===== src/rtl/suffix_automaton_substring_match_top_defines.svh =====
// Assertion macros used by the module that checks its own logic.
`ifndef SUFFIX_AUTOMATON_SUBSTRING_MATCH_TOP_DEFINES_SVH
`define SUFFIX_AUTOMATON_SUBSTRING_MATCH_TOP_DEFINES_SVH

// The consequent holds in the same cycle as the antecedent.
`define SAM_ASSERT_IMPL(lbl, ante, cons) \
  lbl: assert property (@(posedge clk) disable iff (!rst_n) (ante) |-> (cons)) \
    else $error("sam: same-cycle check failed");

// The consequent holds in the cycle after the antecedent.
`define SAM_ASSERT_NEXT(lbl, ante, cons) \
  lbl: assert property (@(posedge clk) disable iff (!rst_n) (ante) |=> (cons)) \
    else $error("sam: next-cycle check failed");

`endif


===== src/rtl/sam_ram.sv =====
`timescale 1ns / 1ps
module sam_ram #(
  parameter int WIDTH = 8,
  parameter int DEPTH = 16,
  localparam int AW = $clog2(DEPTH)
) (
  input  logic             clk,
  input  logic             we,
  input  logic [AW-1:0]    waddr,
  input  logic [WIDTH-1:0] wdata,
  input  logic             re,
  input  logic [AW-1:0]    raddr,
  output logic [WIDTH-1:0] rdata
);

  logic [WIDTH-1:0] mem [DEPTH];

  // One write port and one registered read port.
  always_ff @(posedge clk) begin
    if (we) begin
      mem[waddr] <= wdata;
    end
    if (re) begin
      rdata <= mem[raddr];
    end
  end

endmodule


===== config.mk =====
export PLATFORM = sky130hd
export DESIGN_NAME = sam_ram
export DESIGN_NICKNAME = d
export VERILOG_FILES = /design/src/rtl/suffix_automaton_substring_match_top_defines.svh /design/src/rtl/sam_ram.sv
export SDC_FILE = /design/constraint.sdc
export NUM_CORES = 1
export LEC_CHECK = 0
export ABC_AREA = 1
export ABC_CLOCK_PERIOD_IN_PS = 1300
export BUFFER_PORTS_ARGS = -buffer_cell sky130_fd_sc_hd__buf_2
export CORE_MARGIN = 8
export CORE_UTILIZATION = 40
export CTS_CLUSTER_DIAMETER = 30
export DETAILED_ROUTE_END_ITERATION = 7
export PLACE_DENSITY_LB_ADDON = 0.15
export SYNTH_ARGS = -nofsm -noshare
export SYNTH_HDL_FRONTEND = slang
export SYNTH_SLANG_ARGS = --single-unit

===== constraint.sdc =====
create_clock -name clk -period 1.3 [get_ports clk]
set_clock_uncertainty 0.1 [all_clocks]
set_input_delay 0.195 -clock clk [delete_from_list [all_inputs] [get_ports clk]]
set_output_delay 0.195 -clock clk [all_outputs]
set_load 0.02 [all_outputs]

# Yosys cells after proc, flatten, opt, wreduce, memory -nomap -nowiden
# Memory sizes are Yosys's and may differ from the RTL's. A register that Yosys moved wholly into a read port is not among the register bits.
# Cells that the tools add are included.
dict set report word_totals {
  memories 1
  ramBits 128
  inputBits 19
  regBits 0
  elab_cells 3
  output_inout_bits 8
}
dict set report classes {
  n_mux 2
}
# memory depth word_bits rd rd_ports_with_merged_regs write_ports line_no
set memory_table {}
lappend memory_table {mem 16 8 1 1 1 sam_ram.sv:16} ;# logic [WIDTH-1:0] mem [DEPTH];
# cell count
set ops {}
lappend ops {{2-to-1 mux 1 bit} 2}

# Logic depth before layout (Yosys ltp)
dict set report logic_depth {
  ltp_word 2
  mapped_depth 8
  ltp_nobuf 7
}

# Least setup slack after synthesis
# No wires, ideal clock.
dict set report synth_timing {
  path_kind {input port to flip-flop}
  from {input port waddr[3]}
  to {memory mem[4][0] (enable)}
  setup_time_ns 0.370
  n_path_buf 0
  slack_ns 0.054
  stages 2
  t_arrival_ns 0.776
  required_ns 0.830
  path_cell_list {nand3b_1 > nor2_1}
}
# item line_no
set synth_rtl {}
lappend synth_rtl {{start, declared} sam_ram.sv:9} ;# input logic [AW-1:0] waddr,
lappend synth_rtl {{end, declared} sam_ram.sv:16}
# Straight into the memory's write port.

# Final worst setup path
dict set report layout_timing {
  from {register rdata[4], read port of mem}
  to {output port rdata[4]}
}
# item line_no
set layout_rtl {}
lappend layout_rtl {{start, declared} sam_ram.sv:13} ;# output logic [WIDTH-1:0] rdata
# No word-level cell between the ends.

==> flow_summary.ini <==
[status]
outcome = finished with violations
violations = setup timing

[synthesis]
syn-num-nets = 570
postSynthCellCount = 551
avgSynthCellArea_um2 = 10.61
netlist_area_mm2 = 0.005847
ys_seq_area_share_pct = 69.85
yosysUniqueCellTypes = 11
yosysWarnings = 0
synth-seq-cells = 136

[die]
dieArea_mm2 = 0.01874
rows = 44
start_util_pct = 40.54
core_area_mm2 = 0.01442
pin_count = 27
die_w_um = 136.9
die_y_um = 136.9

[run]
maxCapViolCount = 0

[clock_tree]
clockBufferDepth = 2
cts_buffers = 17
h-tree-depth = 4
insertion_delay_ns = 0.42
cts-root-buf = clkbuf_16
cts.sinks = 136
cts_tree = built
clk_pin_slew_ns = 0.06

[sta]
slew_viol_final = 0
setup_viol_count_final = 1
period_needed_ns = 1.303
fin_ws_ns = -0.003491
period_share_pct = 100.3
tightest_slew_ns = 0.5277
max_freq_mhz = 767.2
fin_tns_setup_ns = -0.003491
max-slew-margin-rel_pct = 64.77
rsz0062_at_grt = yes
hold_viol = 0

[setup_path]
critical_path.top_delay_family = flip-flops
crit_arrival_ns = 1.01
crit_chain = buf_6
cp-end-kind = primary output
required_ns = 1.00
path_max_fanout = 1
critPathMaxStageDelay_ns = 0.43
worst-path-buf-inv = 1
cp-start-kind = flip-flop
critPathSlowestCell = edfxtp_1
worst-setup-path-type = reg2out

[global_route]
grt_max_degree = 33
grt_pass1_vias = 3853
grt-ovfl-total = 0
grt_first_pass_wirelength_mm = 21.49
gr-usage-all-layers_pct = 15.72
grt_antenna_before_repair = 0

[place]
placed_area_mm2 = 0.006334
numPlacedInstances = 766
routabilityCongestion = 0.7998
port_buffers = 26
place_hpwl_mm = 8.948
place_ws_ns = -0.2799

[routing]
drt-total-wl_mm = 13.64
firstDrtPassIters = 4
viasPerCell = 4.708
routed-via-count = 3757
wl_per_cell_um = 17.09
drtAntennaViolNets = 0
drc = 0
drtIter0Drc = 384

[finish]
nNetsFinal = 620
diodes = 0
final_cells = 798
syn_to_final_growth_pct = 17.38
final_area_mm2 = 0.006863
final_layout_size_suffix_gt1_share_pct = 12.70

[power_and_ir_drop]
p_total_uw = 9657
p_per_area_mw_per_mm2 = 1407
ir_drop_mv = 0.6997
leakage_uw = 0.002955

[min_path]
worst_hold_path_type = in2reg
## state kept, by name, summed over array words and instances (netlist names)
register,cells
mem,128
rdata,8
## area by class of cell
class,count,area (um2)
Tap cell,184,230.2
Clock buffer,24,451.7
Timing Repair Buffer,55,454.2
Inverter,102,382.9
Multi-Input combinational cell,289,1229
Fill cell,1361,7561
Clock inverter,8,31.28
Sequential cell,136,4084
## per-stage QoR
stage	hold WS [ns]	util, %
finish	0.04816	47.58
floorplan	0.1939	-
global placement	0.4839	43.91
CTS	0.03962	47.43
detailed placement	0.4777	43.91
global route	0.04266	47.58
## cells in the mapped netlist (all sizes together)
cell type | n | area share, %
buf | 24 | 2.8
inv | 102 | 6.5
nand3b | 2 | 0.26
nand2 | 173 | 11
nor2 | 17 | 1.1
edfxtp | 136 | 70
nand3 | 97 | 8.3
## per-layer routing
metal  share of wire [%]  up-vias  global-route usage, %
li1                    -     1876                      -
met1                  48     1761                  21.18
met2                  45      106                  23.70
met3                 6.0       14                  3.524
met4                 1.5        0                  7.302
met5                   0        -                      0
## placed cells by master (no fill, tap or decap), drive strengths merged
master	count
nand3	97
clkbuf	24
edfxtp	136
inv	102
nand2	173
buf	55
nand3b	2
clkinv	8
nor2	17
## what timing repair did
action,4_1_cts,5_1_grt
setup endpoints to repair,4,7
buffers inserted,0,0
hold endpoints to repair,0,0
gates resized for setup,8,5
hold buffers,0,0
## logic make-up after synthesis
kind of cell / Yosys count / synth area share, %
buffers and inverters: 126 / 9.394
flip-flops: 136 / 69.85
AND/OR/NAND/NOR: 289 / 20.76
## path summary, 6_finish.rpt
check	start	to	slack, ns	cells after the start
worst max register to register	mem[1][0]$_DFFE_PP_	rdata[0]$_DFFE_PP_	0.05	6
worst min register to register	mem[13][1]$_DFFE_PP_	rdata[1]$_DFFE_PP_	0.66	6
worst max-delay path	rdata[4]$_DFFE_PP_	rdata[4]	-0.003	1
worst min-delay path	re	rdata[2]$_DFFE_PP_	0.05	1
## report_power, final
part / switching [uW] / internal (uW) / total (uW)
sequential: 30.9 / 4940 / 4980
combinational: 453 / 223 / 676
clock: 1630 / 2380 / 4010
Note: power is estimated with default switching activity, not from simulation.
