**src/rtl/suffix_automaton_substring_match_top_defines.svh**
```systemverilog
// Assertion macros used by the module that checks its own logic.
`ifndef SUFFIX_AUTOMATON_SUBSTRING_MATCH_TOP_DEFINES_SVH
`define SUFFIX_AUTOMATON_SUBSTRING_MATCH_TOP_DEFINES_SVH

// The consequent holds in the same cycle as the antecedent.
`define SAM_ASSERT_IMPL(lbl, ante, cons) \
  lbl: assert property (@(posedge clk) disable iff (!rst_n) (ante) |-> (cons)) \
    else $error("sam: same-cycle check failed");

// The consequent holds in the cycle after the antecedent.
`define SAM_ASSERT_NEXT(lbl, ante, cons) \
  lbl: assert property (@(posedge clk) disable iff (!rst_n) (ante) |=> (cons)) \
    else $error("sam: next-cycle check failed");

`endif

```
**src/rtl/sam_pkg.sv**
```systemverilog
`timescale 1ns / 1ps
package sam_pkg;

  localparam int MAX_NODES = 4095;
  localparam int ALPHABET  = 26;

  localparam int NODE_W = 12;
  localparam int LEN_W  = 11;
  localparam int SYM_W  = 5;
  localparam int ACT_W  = 2;
  localparam int COL_W  = $clog2(ALPHABET + 1);

  localparam int TT_DEPTH = (MAX_NODES + 1) * ALPHABET;
  localparam int TT_AW    = $clog2(TT_DEPTH);
  localparam int NL_DEPTH = MAX_NODES + 1;
  localparam int NL_AW    = $clog2(NL_DEPTH);

  localparam logic [LEN_W-1:0]  LEN_MAX = {LEN_W{1'b1}};
  localparam logic [NODE_W-1:0] ROOT    = NODE_W'(1);

  // Request codes.
  localparam logic [ACT_W-1:0] ACT_APPEND = 2'd0;
  localparam logic [ACT_W-1:0] ACT_MATCH  = 2'd1;
  localparam logic [ACT_W-1:0] ACT_CLEAR  = 2'd2;

  // One entry of the node store: suffix link and length.
  typedef struct packed {
    logic [NODE_W-1:0] link;
    logic [LEN_W-1:0]  len;
  } nl_word_t;

  typedef struct packed {
    logic              we;
    logic [TT_AW-1:0]  waddr;
    logic [NODE_W-1:0] wdata;
    logic              re;
    logic [TT_AW-1:0]  raddr;
  } tt_req_t;

  typedef struct packed {
    logic             we;
    logic [NL_AW-1:0] waddr;
    nl_word_t         wdata;
    logic             re;
    logic [NL_AW-1:0] raddr;
  } nl_req_t;

  // Address of one transition: row per node, one column per symbol.
  function automatic logic [TT_AW-1:0] tt_addr(input logic [NODE_W-1:0] node,
                                               input logic [SYM_W-1:0] sym);
    logic [TT_AW-1:0] base;
    base = TT_AW'(node) * TT_AW'(ALPHABET);
    return base + TT_AW'(sym);
  endfunction

endpackage

```
**src/rtl/sam_seq.sv**
```systemverilog
`timescale 1ns / 1ps
`include "suffix_automaton_substring_match_top_defines.svh"
module sam_seq import sam_pkg::*; (
  input  logic               clk,
  input  logic               rst_n,
  input  logic               start,
  output logic               busy,
  input  logic [ACT_W-1:0]   in_action,
  input  logic [SYM_W-1:0]   in_symbol,
  input  logic               in_query_start,
  output logic               out_valid,
  output logic [LEN_W-1:0]   out_match_len,
  output logic [LEN_W-1:0]   out_best_len,
  output logic               out_full_res,
  output logic [NODE_W-1:0]  out_node_count,
  output tt_req_t            tt_req,
  input  logic [NODE_W-1:0]  tt_rdata,
  output nl_req_t            nl_req,
  input  nl_word_t           nl_rdata
);

  localparam logic [4:0] S_INIT   = 5'd0;
  localparam logic [4:0] S_IDLE   = 5'd1;
  localparam logic [4:0] S_A1_RD  = 5'd2;
  localparam logic [4:0] S_A1_EV  = 5'd3;
  localparam logic [4:0] S_A1_Q   = 5'd4;
  localparam logic [4:0] S_A1_QEV = 5'd5;
  localparam logic [4:0] S_A_CHK  = 5'd6;
  localparam logic [4:0] S_ZERO   = 5'd7;
  localparam logic [4:0] S_A2_RD  = 5'd8;
  localparam logic [4:0] S_A2_EV  = 5'd9;
  localparam logic [4:0] S_LINK   = 5'd10;
  localparam logic [4:0] S_COPY   = 5'd11;
  localparam logic [4:0] S_R_RD   = 5'd12;
  localparam logic [4:0] S_R_EV   = 5'd13;
  localparam logic [4:0] S_FIX1   = 5'd14;
  localparam logic [4:0] S_FIX2   = 5'd15;
  localparam logic [4:0] S_FIN    = 5'd16;
  localparam logic [4:0] S_M_RD   = 5'd17;
  localparam logic [4:0] S_M_EV   = 5'd18;
  localparam logic [4:0] S_DONE   = 5'd19;

  localparam logic [COL_W-1:0] COL_LAST = COL_W'(ALPHABET - 1);
  localparam logic [COL_W-1:0] COL_END  = COL_W'(ALPHABET);

  logic [4:0]        state_r, state_nxt;
  logic [COL_W-1:0]  cnt_r, cnt_nxt;
  logic [NODE_W-1:0] p_r, p_nxt, q_r, q_nxt, pstop_r, pstop_nxt, cur_r, cur_nxt;
  logic [NODE_W-1:0] link_q_r, link_q_nxt;
  logic [LEN_W-1:0]  len_p_r, len_p_nxt, len_q_r, len_q_nxt;
  logic              need2_r, need2_nxt;
  logic [NODE_W-1:0] nodes_r, nodes_nxt, last_r, last_nxt, mnode_r, mnode_nxt;
  logic [LEN_W-1:0]  last_len_r, last_len_nxt, mlen_r, mlen_nxt, best_r, best_nxt;
  logic              moved_r, moved_nxt, full_r, full_nxt, known_r, known_nxt;
  logic              res_pend_r, res_pend_nxt;
  logic [SYM_W-1:0]  sym_r, sym_nxt;
  logic              out_valid_r;
  logic [LEN_W-1:0]  out_mlen_r, out_best_r;
  logic              out_full_r;
  logic [NODE_W-1:0] out_nodes_r;

  logic [NODE_W-1:0] clone;
  logic [LEN_W-1:0]  cur_len, len_here, len_step;
  logic [NODE_W:0]   room;
  logic [NODE_W-1:0] edge_m;

  assign clone   = cur_r + NODE_W'(1);
  assign cur_len = last_len_r + LEN_W'(1);
  assign busy    = (state_r != S_IDLE);

  // Sequencer over the transition store and the node store.
  always_comb begin
    state_nxt = state_r;  cnt_nxt = cnt_r;  p_nxt = p_r;  q_nxt = q_r;
    pstop_nxt = pstop_r;  cur_nxt = cur_r;  link_q_nxt = link_q_r;
    len_p_nxt = len_p_r;  len_q_nxt = len_q_r;  need2_nxt = need2_r;
    nodes_nxt = nodes_r;  last_nxt = last_r;  mnode_nxt = mnode_r;
    last_len_nxt = last_len_r;  mlen_nxt = mlen_r;  best_nxt = best_r;
    moved_nxt = moved_r;  full_nxt = full_r;  known_nxt = known_r;
    res_pend_nxt = res_pend_r;  sym_nxt = sym_r;
    tt_req = '0;
    nl_req = '0;
    room = {1'b0, nodes_r} + (need2_r ? (NODE_W + 1)'(2) : (NODE_W + 1)'(1));
    len_here = moved_r ? nl_rdata.len : mlen_r;
    edge_m = known_r ? tt_rdata : '0;
    len_step = (len_here < LEN_MAX) ? len_here + LEN_W'(1) : len_here;

    unique case (state_r)
      S_INIT: begin
        // Empty the root row and its link entry.
        tt_req.we    = 1'b1;
        tt_req.waddr = tt_addr(ROOT, SYM_W'(cnt_r));
        tt_req.wdata = '0;
        if (cnt_r == '0) begin
          nl_req.we    = 1'b1;
          nl_req.waddr = NL_AW'(ROOT);
          nl_req.wdata = '0;
        end
        if (cnt_r == COL_LAST) begin
          state_nxt = res_pend_r ? S_DONE : S_IDLE;
        end else begin
          cnt_nxt = cnt_r + COL_W'(1);
        end
      end
      S_IDLE: begin
        if (start) begin
          full_nxt = 1'b0;
          sym_nxt  = in_symbol;
          case (in_action)
            ACT_APPEND: begin
              if (32'(in_symbol) >= ALPHABET) begin
                state_nxt = S_DONE;
              end else if (last_len_r == LEN_MAX) begin
                full_nxt  = 1'b1;
                state_nxt = S_DONE;
              end else begin
                p_nxt     = last_r;
                state_nxt = S_A1_RD;
              end
            end
            ACT_MATCH: begin
              known_nxt = (32'(in_symbol) < ALPHABET);
              moved_nxt = 1'b0;
              if (in_query_start) begin
                mnode_nxt = ROOT;
                mlen_nxt  = '0;
                best_nxt  = '0;
              end
              state_nxt = S_M_RD;
            end
            ACT_CLEAR: begin
              nodes_nxt = ROOT;  last_nxt = ROOT;  last_len_nxt = '0;
              mnode_nxt = ROOT;  mlen_nxt = '0;    best_nxt = '0;
              res_pend_nxt = 1'b1;
              cnt_nxt      = '0;
              state_nxt    = S_INIT;
            end
            default: state_nxt = S_DONE;
          endcase
        end
      end
      // First walk: find where the suffix chain already has this symbol.
      S_A1_RD: begin
        tt_req.re    = 1'b1;
        tt_req.raddr = tt_addr(p_r, sym_r);
        nl_req.re    = 1'b1;
        nl_req.raddr = NL_AW'(p_r);
        state_nxt    = S_A1_EV;
      end
      S_A1_EV: begin
        if (tt_rdata == '0) begin
          if (nl_rdata.link == '0) begin
            pstop_nxt = '0;
            need2_nxt = 1'b0;
            state_nxt = S_A_CHK;
          end else begin
            p_nxt     = nl_rdata.link;
            state_nxt = S_A1_RD;
          end
        end else begin
          pstop_nxt = p_r;
          q_nxt     = tt_rdata;
          len_p_nxt = nl_rdata.len;
          state_nxt = S_A1_Q;
        end
      end
      S_A1_Q: begin
        nl_req.re    = 1'b1;
        nl_req.raddr = NL_AW'(q_r);
        state_nxt    = S_A1_QEV;
      end
      S_A1_QEV: begin
        len_q_nxt  = nl_rdata.len;
        link_q_nxt = nl_rdata.link;
        need2_nxt  = ((len_p_r + LEN_W'(1)) != nl_rdata.len);
        state_nxt  = S_A_CHK;
      end
      S_A_CHK: begin
        if (room > (NODE_W + 1)'(MAX_NODES)) begin
          full_nxt  = 1'b1;
          state_nxt = S_DONE;
        end else begin
          cur_nxt   = nodes_r + NODE_W'(1);
          cnt_nxt   = '0;
          state_nxt = S_ZERO;
        end
      end
      // A fresh node starts with no transitions.
      S_ZERO: begin
        tt_req.we    = 1'b1;
        tt_req.waddr = tt_addr(cur_r, SYM_W'(cnt_r));
        tt_req.wdata = '0;
        if (cnt_r == COL_LAST) begin
          p_nxt     = last_r;
          state_nxt = S_A2_RD;
        end else begin
          cnt_nxt = cnt_r + COL_W'(1);
        end
      end
      // Second walk: point the chain up to the stop node at the new node.
      S_A2_RD: begin
        if (p_r == pstop_r) begin
          state_nxt = S_LINK;
        end else begin
          nl_req.re    = 1'b1;
          nl_req.raddr = NL_AW'(p_r);
          state_nxt    = S_A2_EV;
        end
      end
      S_A2_EV: begin
        tt_req.we    = 1'b1;
        tt_req.waddr = tt_addr(p_r, sym_r);
        tt_req.wdata = cur_r;
        p_nxt        = nl_rdata.link;
        state_nxt    = S_A2_RD;
      end
      S_LINK: begin
        nl_req.we = 1'b1;
        if (pstop_r == '0) begin
          nl_req.waddr = NL_AW'(cur_r);
          nl_req.wdata = '{link: ROOT, len: cur_len};
          state_nxt    = S_FIN;
        end else if (!need2_r) begin
          nl_req.waddr = NL_AW'(cur_r);
          nl_req.wdata = '{link: q_r, len: cur_len};
          state_nxt    = S_FIN;
        end else begin
          nl_req.waddr = NL_AW'(clone);
          nl_req.wdata = '{link: link_q_r, len: len_p_r + LEN_W'(1)};
          cnt_nxt      = '0;
          state_nxt    = S_COPY;
        end
      end
      // Copy the row of q into the clone, one column behind the read.
      S_COPY: begin
        if (cnt_r != COL_END) begin
          tt_req.re    = 1'b1;
          tt_req.raddr = tt_addr(q_r, SYM_W'(cnt_r));
        end
        if (cnt_r != '0) begin
          tt_req.we    = 1'b1;
          tt_req.waddr = tt_addr(clone, SYM_W'(cnt_r - COL_W'(1)));
          tt_req.wdata = tt_rdata;
        end
        if (cnt_r == COL_END) begin
          p_nxt     = pstop_r;
          state_nxt = S_R_RD;
        end else begin
          cnt_nxt = cnt_r + COL_W'(1);
        end
      end
      // Redirect edges into q over to the clone.
      S_R_RD: begin
        if (p_r == '0) begin
          state_nxt = S_FIX1;
        end else begin
          tt_req.re    = 1'b1;
          tt_req.raddr = tt_addr(p_r, sym_r);
          nl_req.re    = 1'b1;
          nl_req.raddr = NL_AW'(p_r);
          state_nxt    = S_R_EV;
        end
      end
      S_R_EV: begin
        if (tt_rdata == q_r) begin
          tt_req.we    = 1'b1;
          tt_req.waddr = tt_addr(p_r, sym_r);
          tt_req.wdata = clone;
          p_nxt        = nl_rdata.link;
          state_nxt    = S_R_RD;
        end else begin
          state_nxt = S_FIX1;
        end
      end
      S_FIX1: begin
        nl_req.we    = 1'b1;
        nl_req.waddr = NL_AW'(q_r);
        nl_req.wdata = '{link: clone, len: len_q_r};
        state_nxt    = S_FIX2;
      end
      S_FIX2: begin
        nl_req.we    = 1'b1;
        nl_req.waddr = NL_AW'(cur_r);
        nl_req.wdata = '{link: clone, len: cur_len};
        state_nxt    = S_FIN;
      end
      S_FIN: begin
        last_nxt     = cur_r;
        last_len_nxt = cur_len;
        nodes_nxt    = room[NODE_W-1:0];
        state_nxt    = S_DONE;
      end
      // Matching: fall back along suffix links until the symbol is found.
      S_M_RD: begin
        tt_req.re    = known_r;
        tt_req.raddr = tt_addr(mnode_r, sym_r);
        nl_req.re    = 1'b1;
        nl_req.raddr = NL_AW'(mnode_r);
        state_nxt    = S_M_EV;
      end
      S_M_EV: begin
        mlen_nxt = len_here;
        if (mnode_r != ROOT && edge_m == '0) begin
          mnode_nxt = nl_rdata.link;
          moved_nxt = 1'b1;
          state_nxt = S_M_RD;
        end else begin
          if (edge_m != '0) begin
            mnode_nxt = edge_m;
            mlen_nxt  = len_step;
            best_nxt  = (len_step > best_r) ? len_step : best_r;
          end else begin
            best_nxt  = (len_here > best_r) ? len_here : best_r;
          end
          state_nxt = S_DONE;
        end
      end
      S_DONE: begin
        res_pend_nxt = 1'b0;
        state_nxt    = S_IDLE;
      end
      default: state_nxt = S_IDLE;
    endcase
  end

  always_ff @(posedge clk) begin
    if (!rst_n) begin
      state_r <= S_INIT;  cnt_r <= '0;  res_pend_r <= 1'b0;
      nodes_r <= ROOT;    last_r <= ROOT;  last_len_r <= '0;
      mnode_r <= ROOT;    mlen_r <= '0;    best_r <= '0;
      out_valid_r <= 1'b0;
    end else begin
      state_r <= state_nxt;  cnt_r <= cnt_nxt;  res_pend_r <= res_pend_nxt;
      nodes_r <= nodes_nxt;  last_r <= last_nxt;  last_len_r <= last_len_nxt;
      mnode_r <= mnode_nxt;  mlen_r <= mlen_nxt;  best_r <= best_nxt;
      out_valid_r <= (state_r == S_DONE);
    end
  end

  // Working registers of the walks, and the result registers captured in S_DONE.
  always_ff @(posedge clk) begin
    p_r <= p_nxt;  q_r <= q_nxt;  pstop_r <= pstop_nxt;  cur_r <= cur_nxt;
    link_q_r <= link_q_nxt;  len_p_r <= len_p_nxt;  len_q_r <= len_q_nxt;
    need2_r <= need2_nxt;  moved_r <= moved_nxt;  full_r <= full_nxt;
    known_r <= known_nxt;  sym_r <= sym_nxt;
    if (state_r == S_DONE) begin
      out_mlen_r  <= mlen_r;
      out_best_r  <= best_r;
      out_full_r  <= full_r;
      out_nodes_r <= nodes_r;
    end
  end

  assign out_valid      = out_valid_r;
  assign out_match_len  = out_mlen_r;
  assign out_best_len   = out_best_r;
  assign out_full_res   = out_full_r;
  assign out_node_count = out_nodes_r;

  `SAM_ASSERT_IMPL(a_strobe_idle, out_valid_r, state_r == S_IDLE)
  `SAM_ASSERT_NEXT(a_accept_leaves, start && state_r == S_IDLE, state_r != S_IDLE)
  `SAM_ASSERT_IMPL(a_nodes_range, 1'b1, nodes_r != '0 && nodes_r <= NODE_W'(MAX_NODES))
  `SAM_ASSERT_IMPL(a_tt_port, tt_req.we && tt_req.re, tt_req.waddr != tt_req.raddr)

endmodule
```
**config.mk**
```make
export PLATFORM = sky130hd
export DESIGN_NAME = sam_seq
export DESIGN_NICKNAME = d
export VERILOG_FILES = /design/src/rtl/sam_pkg.sv /design/src/rtl/sam_seq.sv
export VERILOG_INCLUDE_DIRS = /design/src /design/src/rtl
export SDC_FILE = /design/constraint.sdc
export NUM_CORES = 1
export LEC_CHECK = 0
export BUFFER_PORTS_ARGS = -buffer_cell sky130_fd_sc_hd__buf_2
export CAP_MARGIN = 10
export CORE_UTILIZATION = 62
export CTS_CLUSTER_DIAMETER = 120
export DETAILED_ROUTE_END_ITERATION = 6
export PLACE_DENSITY_LB_ADDON = 0.2
export SETUP_SLACK_MARGIN = 0.3
export SLEW_MARGIN = 20
export SYNTH_ARGS = -nofsm -noshare
export SYNTH_HDL_FRONTEND = slang
export SYNTH_SLANG_ARGS = --single-unit
```
**constraint.sdc**
```tcl
create_clock -name clk -period 6.6 [get_ports clk]
set_input_delay 1.65 -clock clk [delete_from_list [all_inputs] [get_ports clk]]
set_output_delay 1.65 -clock clk [all_outputs]
set_load 0.01 [all_outputs]
```
Yosys cells after proc, flatten, opt, wreduce, memory -nomap -nowiden:

Index checks and enable logic that the tools add are counted.

* register bits after elaboration: 207
* bits of input ports: 46

* add/sub/neg operators: 14
* $mul: 5
* order comparisons: 6
* equal/unequal tests: 57
* multiplexer cells: 95
* bitwise gates (word level): 2
* reductions and logical operators: 35

Operators by type and width (count)
* 12-bit two-way mux: 18
* 30-bit one-hot mux with 5 select lines: 1
* 36-bit one-hot mux with 4 select lines: 1
* 11-bit two-way mux: 12
* 12-bit one-hot mux with 2 select lines: 4
* 5-bit one-hot mux with 19 select lines: 1
* 5-bit two-way mux: 18
* 11-bit one-hot mux with 2 select lines: 4
* 17-bit by 5-bit adder with 17-bit output: 5
* 12-bit by 4-bit multiplier with 16-bit output (second input constant): 5
* 12-bit one-hot mux with 6 select lines: 1
* 18-bit one-hot mux with 4 select lines: 1
* 35-bit two-way mux: 2
* 13-bit one-hot mux with 5 select lines: 1
* 12-bit zero test: 5
* 30-bit two-way mux: 2
* 5-bit by 4-bit == test with 1-bit output (second input constant): 8
* 2-bit != test (second input constant): 19
* 18-bit two-way mux: 2
* 36-bit two-way mux: 1
* 11-bit by 1-bit adder with 11-bit output (second input constant): 3
* 5-bit == test (second input constant): 6
* 13-bit two-way mux: 2
* 5-bit one-hot mux with 5 select lines: 1
* other kinds (45): 91

Longest topological paths before layout:

* depth after elaboration: 8
* gate-level depth with buffers: 20
* mapped depth without buffers: 19

Least setup slack after synthesis:

OpenSTA, ideal clock, no wires.

* path kind: flip-flop to output port
* start point: register cur_r[1]
* end point: output tt_req[45] (netlist bit)
* arrival: 4.670 ns
* setup slack: 0.280 ns
* stages on the path, launching flop included: 20
* buffers on the path: 1
* cell sequence: edfxtp_1 > ha_1 > and3_1 > clkbuf_1 > xnor2_1 > inv_1 > ha_1 > inv_1 > fa_1 > inv_1 > ha_1 > o21a_1 > o31a_1 > o21a_1 > o21a_1 > or2_4 > or4b_4 > nor4_4 > xnor2_1 > a221o_1

RTL lines
* from (decl): RTL line sam_seq.sv:48 `logic [NODE_W-1:0] p_r, p_nxt, q_r, q_nxt, pstop_r, pstop_nxt, cur_r, cur_nxt;`
* from (signal assigned): RTL line sam_seq.sv:341 `p_r <= p_nxt; q_r <= q_nxt; pstop_r <= pstop_nxt; cur_r <= cur_nxt;`
* to (decl): RTL line sam_seq.sv:16 `output tt_req_t tt_req,`

==> reports/qor.yml <==
status: "finished, violations left"
violations: "DRC, setup timing"
hold_depth: 0
layout-drive-gt1-share: 0.1836
synth_area_sq_um: 18980
switchingPower_uw: 621.2
ys_warn_count: 0
gp_routability_congestion: 1.047
die_width_microns: 177.0
max_freq_mhz: 149.1
hp-class: "register to register"
die_h_microns: 177.0
r2r_slack_ns: 2.50
insertion_delay_ns: 0.51
grt_pass1_vias: 16990
hold_violations: 0
switching_share: 0.2274
synth-seq-area-share: 0.2848
antenna_left: 0
worst_ir_drop_vdd_mv: 0.2088
endpoint_kind: "primary output"
cts_made_buffers: 21
setup_viol: 2
synth_top_area_frac: 0.1994
timing.hold.ws_ns: 0.4316
finalCritPeriodShare: 1.016
drc: 5
critPathLaunchType: "register"
grt_first_pass_wirelength_microns: 96540
rows: 63
grt-ovfl-total: 0
yosysMostFrequentCell: "inv_1"
cts_tree: "yes"
synth_cells: 2149
synth-edff-count: 126
wl_per_cell_microns: 23.54
worstMarginPinSlew_ns: 1.130
power_frac_seq: 0.500
synth-seq-cells: 207
clock_sinks: 207
synth_nets: 2460
syn_area_per_cell_sq_um: 8.831
rr_startpoint: "moved_r"
firstDrtPassIters: 7
hpwl_microns: 49860
power.leakage_uw: 0.009979
routed_wl_microns: 65890
cts_max_level: 1
min_to: "out_best_len[7]"
rsz0062_at_grt: "true"
synth_area_leaders: "edfxtp_1 20%, ha_1 15%, dfxtp_1 8.5%, xnor2_1 5.8%, inv_1 5.0%"
dp_slack_ns: 0.1983
setup_slack_ns: -0.1062
worstPathRequired_ns: 4.95
area_growth_pct: 17.92
hold_buffers: 0
r2r_cells: 14
clockPowerShare: 0.434
power.internal_uw: 2111
synth_top_area_cell: "edfxtp_1"
combPwrFrac: 0.066
holdCritStartpoint: "best_r[7]"
synthArstFlopShare: 0
via_per_inst: 6.434
ys_types: 72
synth_top_flop_cell: "edfxtp_1"
antenna_found_initial: 4
drt_iter0_drc: 2306
clockRootBuffer: "clkbuf_16"
worst_ep_arrival_time_ns: 5.06
slew_violations: 0
layout_min_cycle_time_ns: 6.706
crit_type: "register to primary output"
slew_headroom: 0.2469
max_cap_violations: 0
port_buffers: 179
grtUsageTotal: 0.4054
p_per_area_nw_per_um2: 122.1
nNetsFinal: 2704
grt_max_degree: 69
path_clk_slew_ns: 0.07
design.portCount: 180
start_util: 0.6353
clk_path_buf_depth: 3
dieArea_sq_um: 31310
skew_ns: 0.01373
synthTopCellsByCount: "253 x inv_1, 220 x ha_1, 166 x nand2_1"
vias: 18010
path_max_fanout: 4
r2r_end: "best_r[7]"
core_sq_um: 29870
## worst max-delay path by stage
stage | startpoint | endpoint | cells past startpoint
after detailed placement | cur_r[2] | tt_req[46] | 19
after floorplan | cur_r[1] | tt_req[45] | 19
after global placement | cur_r[2] | tt_req[46] | 19
after global routing | cur_r[2] | tt_req[46] | 20
after CTS | cur_r[2] | tt_req[45] | 19
final | cur_r[2] | tt_req[45] | 19
## state kept, by name, indices dropped and copies added (netlist names), 11 cells and up
register	count
mlen_r	11
len_p_r	11
mnode_r	12
cur_r	12
len_q_r	11
last_len_r	11
pstop_r	12
out_best_len	11
out_node_count	12
out_match_len	11
nodes_r	12
link_q_r	12
p_r	12
q_r	12
best_r	11
last_r	12
## cell type report
type | count | area [sq um]
well taps | 390 | 488.0
clock inverters | 10 | 112.6
inverters | 253 | 952.2
multi-input cells | 1613 | 13030
clock buffers | 28 | 561.8
diodes | 1 | 2.502
repair buffers | 297 | 1822
fillers | 2230 | 7496
flip-flops and latches | 207 | 5411
## power groups by stage
stage / sequential, uW / combinational, uW / clock, uW
5_1_grt: 1370 / 190 / 1230
6_report: 1370 / 179 / 1190
4_1_cts: 1370 / 172 / 1190
2_1_floorplan: 1390 / 95.9 / 0
3_3_place_gp: 1390 / 168 / 0
3_5_place_dp: 1390 / 170 / 0
## routing by layer
metal | vias to the layer above | routed length [microns] | part of all wire | global-route usage
li1 | 8165 | - | - | -
met1 | 8507 | 25220 | 0.38 | 0.5070
met2 | 1074 | 29790 | 0.45 | 0.6502
met3 | 256 | 6714 | 0.10 | 0.07968
met4 | 6 | 4127 | 0.063 | 0.2360
met5 | - | 40 | 0.00061 | 0
## critical path, cell delays in order, from the launching register on
cell      delay (ns)
edfxtp_1        0.47
ha_2            0.26
nand2_4         0.09
xor2_4          0.18
inv_1           0.06
ha_1            0.28
inv_2           0.04
fa_1            0.51
inv_2           0.05
ha_4            0.25
nor2b_4         0.13
o31a_1          0.33
o21a_1          0.20
o21a_1          0.19
or2_4           0.25
or4b_4          0.56
nor4_4          0.16
xnor2_1         0.10
a221o_1         0.29
buf_2           0.14
## cell usage in the layout (no fill, tap or decap), types with 26 or more instances in the layout
master	count
a21oi_1	70
ha_1	199
a22oi_1	41
dfxtp_1	76
o21ai_0	72
nand4_1	28
nor2_1	130
nor3_1	28
a222oi_1	26
buf_4	109
xor2_1	86
a21o_1	31
inv_1	245
a21boi_0	26
mux2i_1	36
nand3_1	74
buf_2	178
xnor2_1	118
and3_1	27
nand2_1	163
fa_1	45
edfxtp_1	126
nor2b_1	54
## kinds of logic (layout without fill, tap and decap cells)
family / Yosys count / in the layout / synth area share
other cells: 0 / 1 / 0
xor+xnor: 219 / 219 / 0.1011
simple gates: 620 / 620 / 0.1616
buf+inv: 329 / 588 / 0.06527
flops: 207 / 207 / 0.2848
mux: 38 / 38 / 0.02004
fa+ha+maj: 265 / 265 / 0.1925
compound gates: 471 / 471 / 0.1747
## through the flow
| step | util | TNS (ns) | instances | power (uW) | cell area (sq um) |
|---|---|---|---|---|---|
| floorplan | - | 0 | 2149 | 1489 | 18980 |
| global placement | 0.6849 | 0 | 2690 | 1562 | 20460 |
| detailed placement | 0.6849 | 0 | 2690 | 1564 | 20460 |
| CTS | 0.7186 | -0.03786 | 2744 | 2726 | 21470 |
| global route | 0.7491 | -0.5984 | 2799 | 2787 | 22380 |
| finish | 0.7491 | -0.1814 | 2799 | 2732 | 22380 |
## repair_timing
action	in CTS	in global routing
gates resized for setup	45	103
endpoints found under the setup margin	8	11
setup buffers	16	54
pin swaps	7	30
No activity file was read; power rests on OpenSTA's default activity.
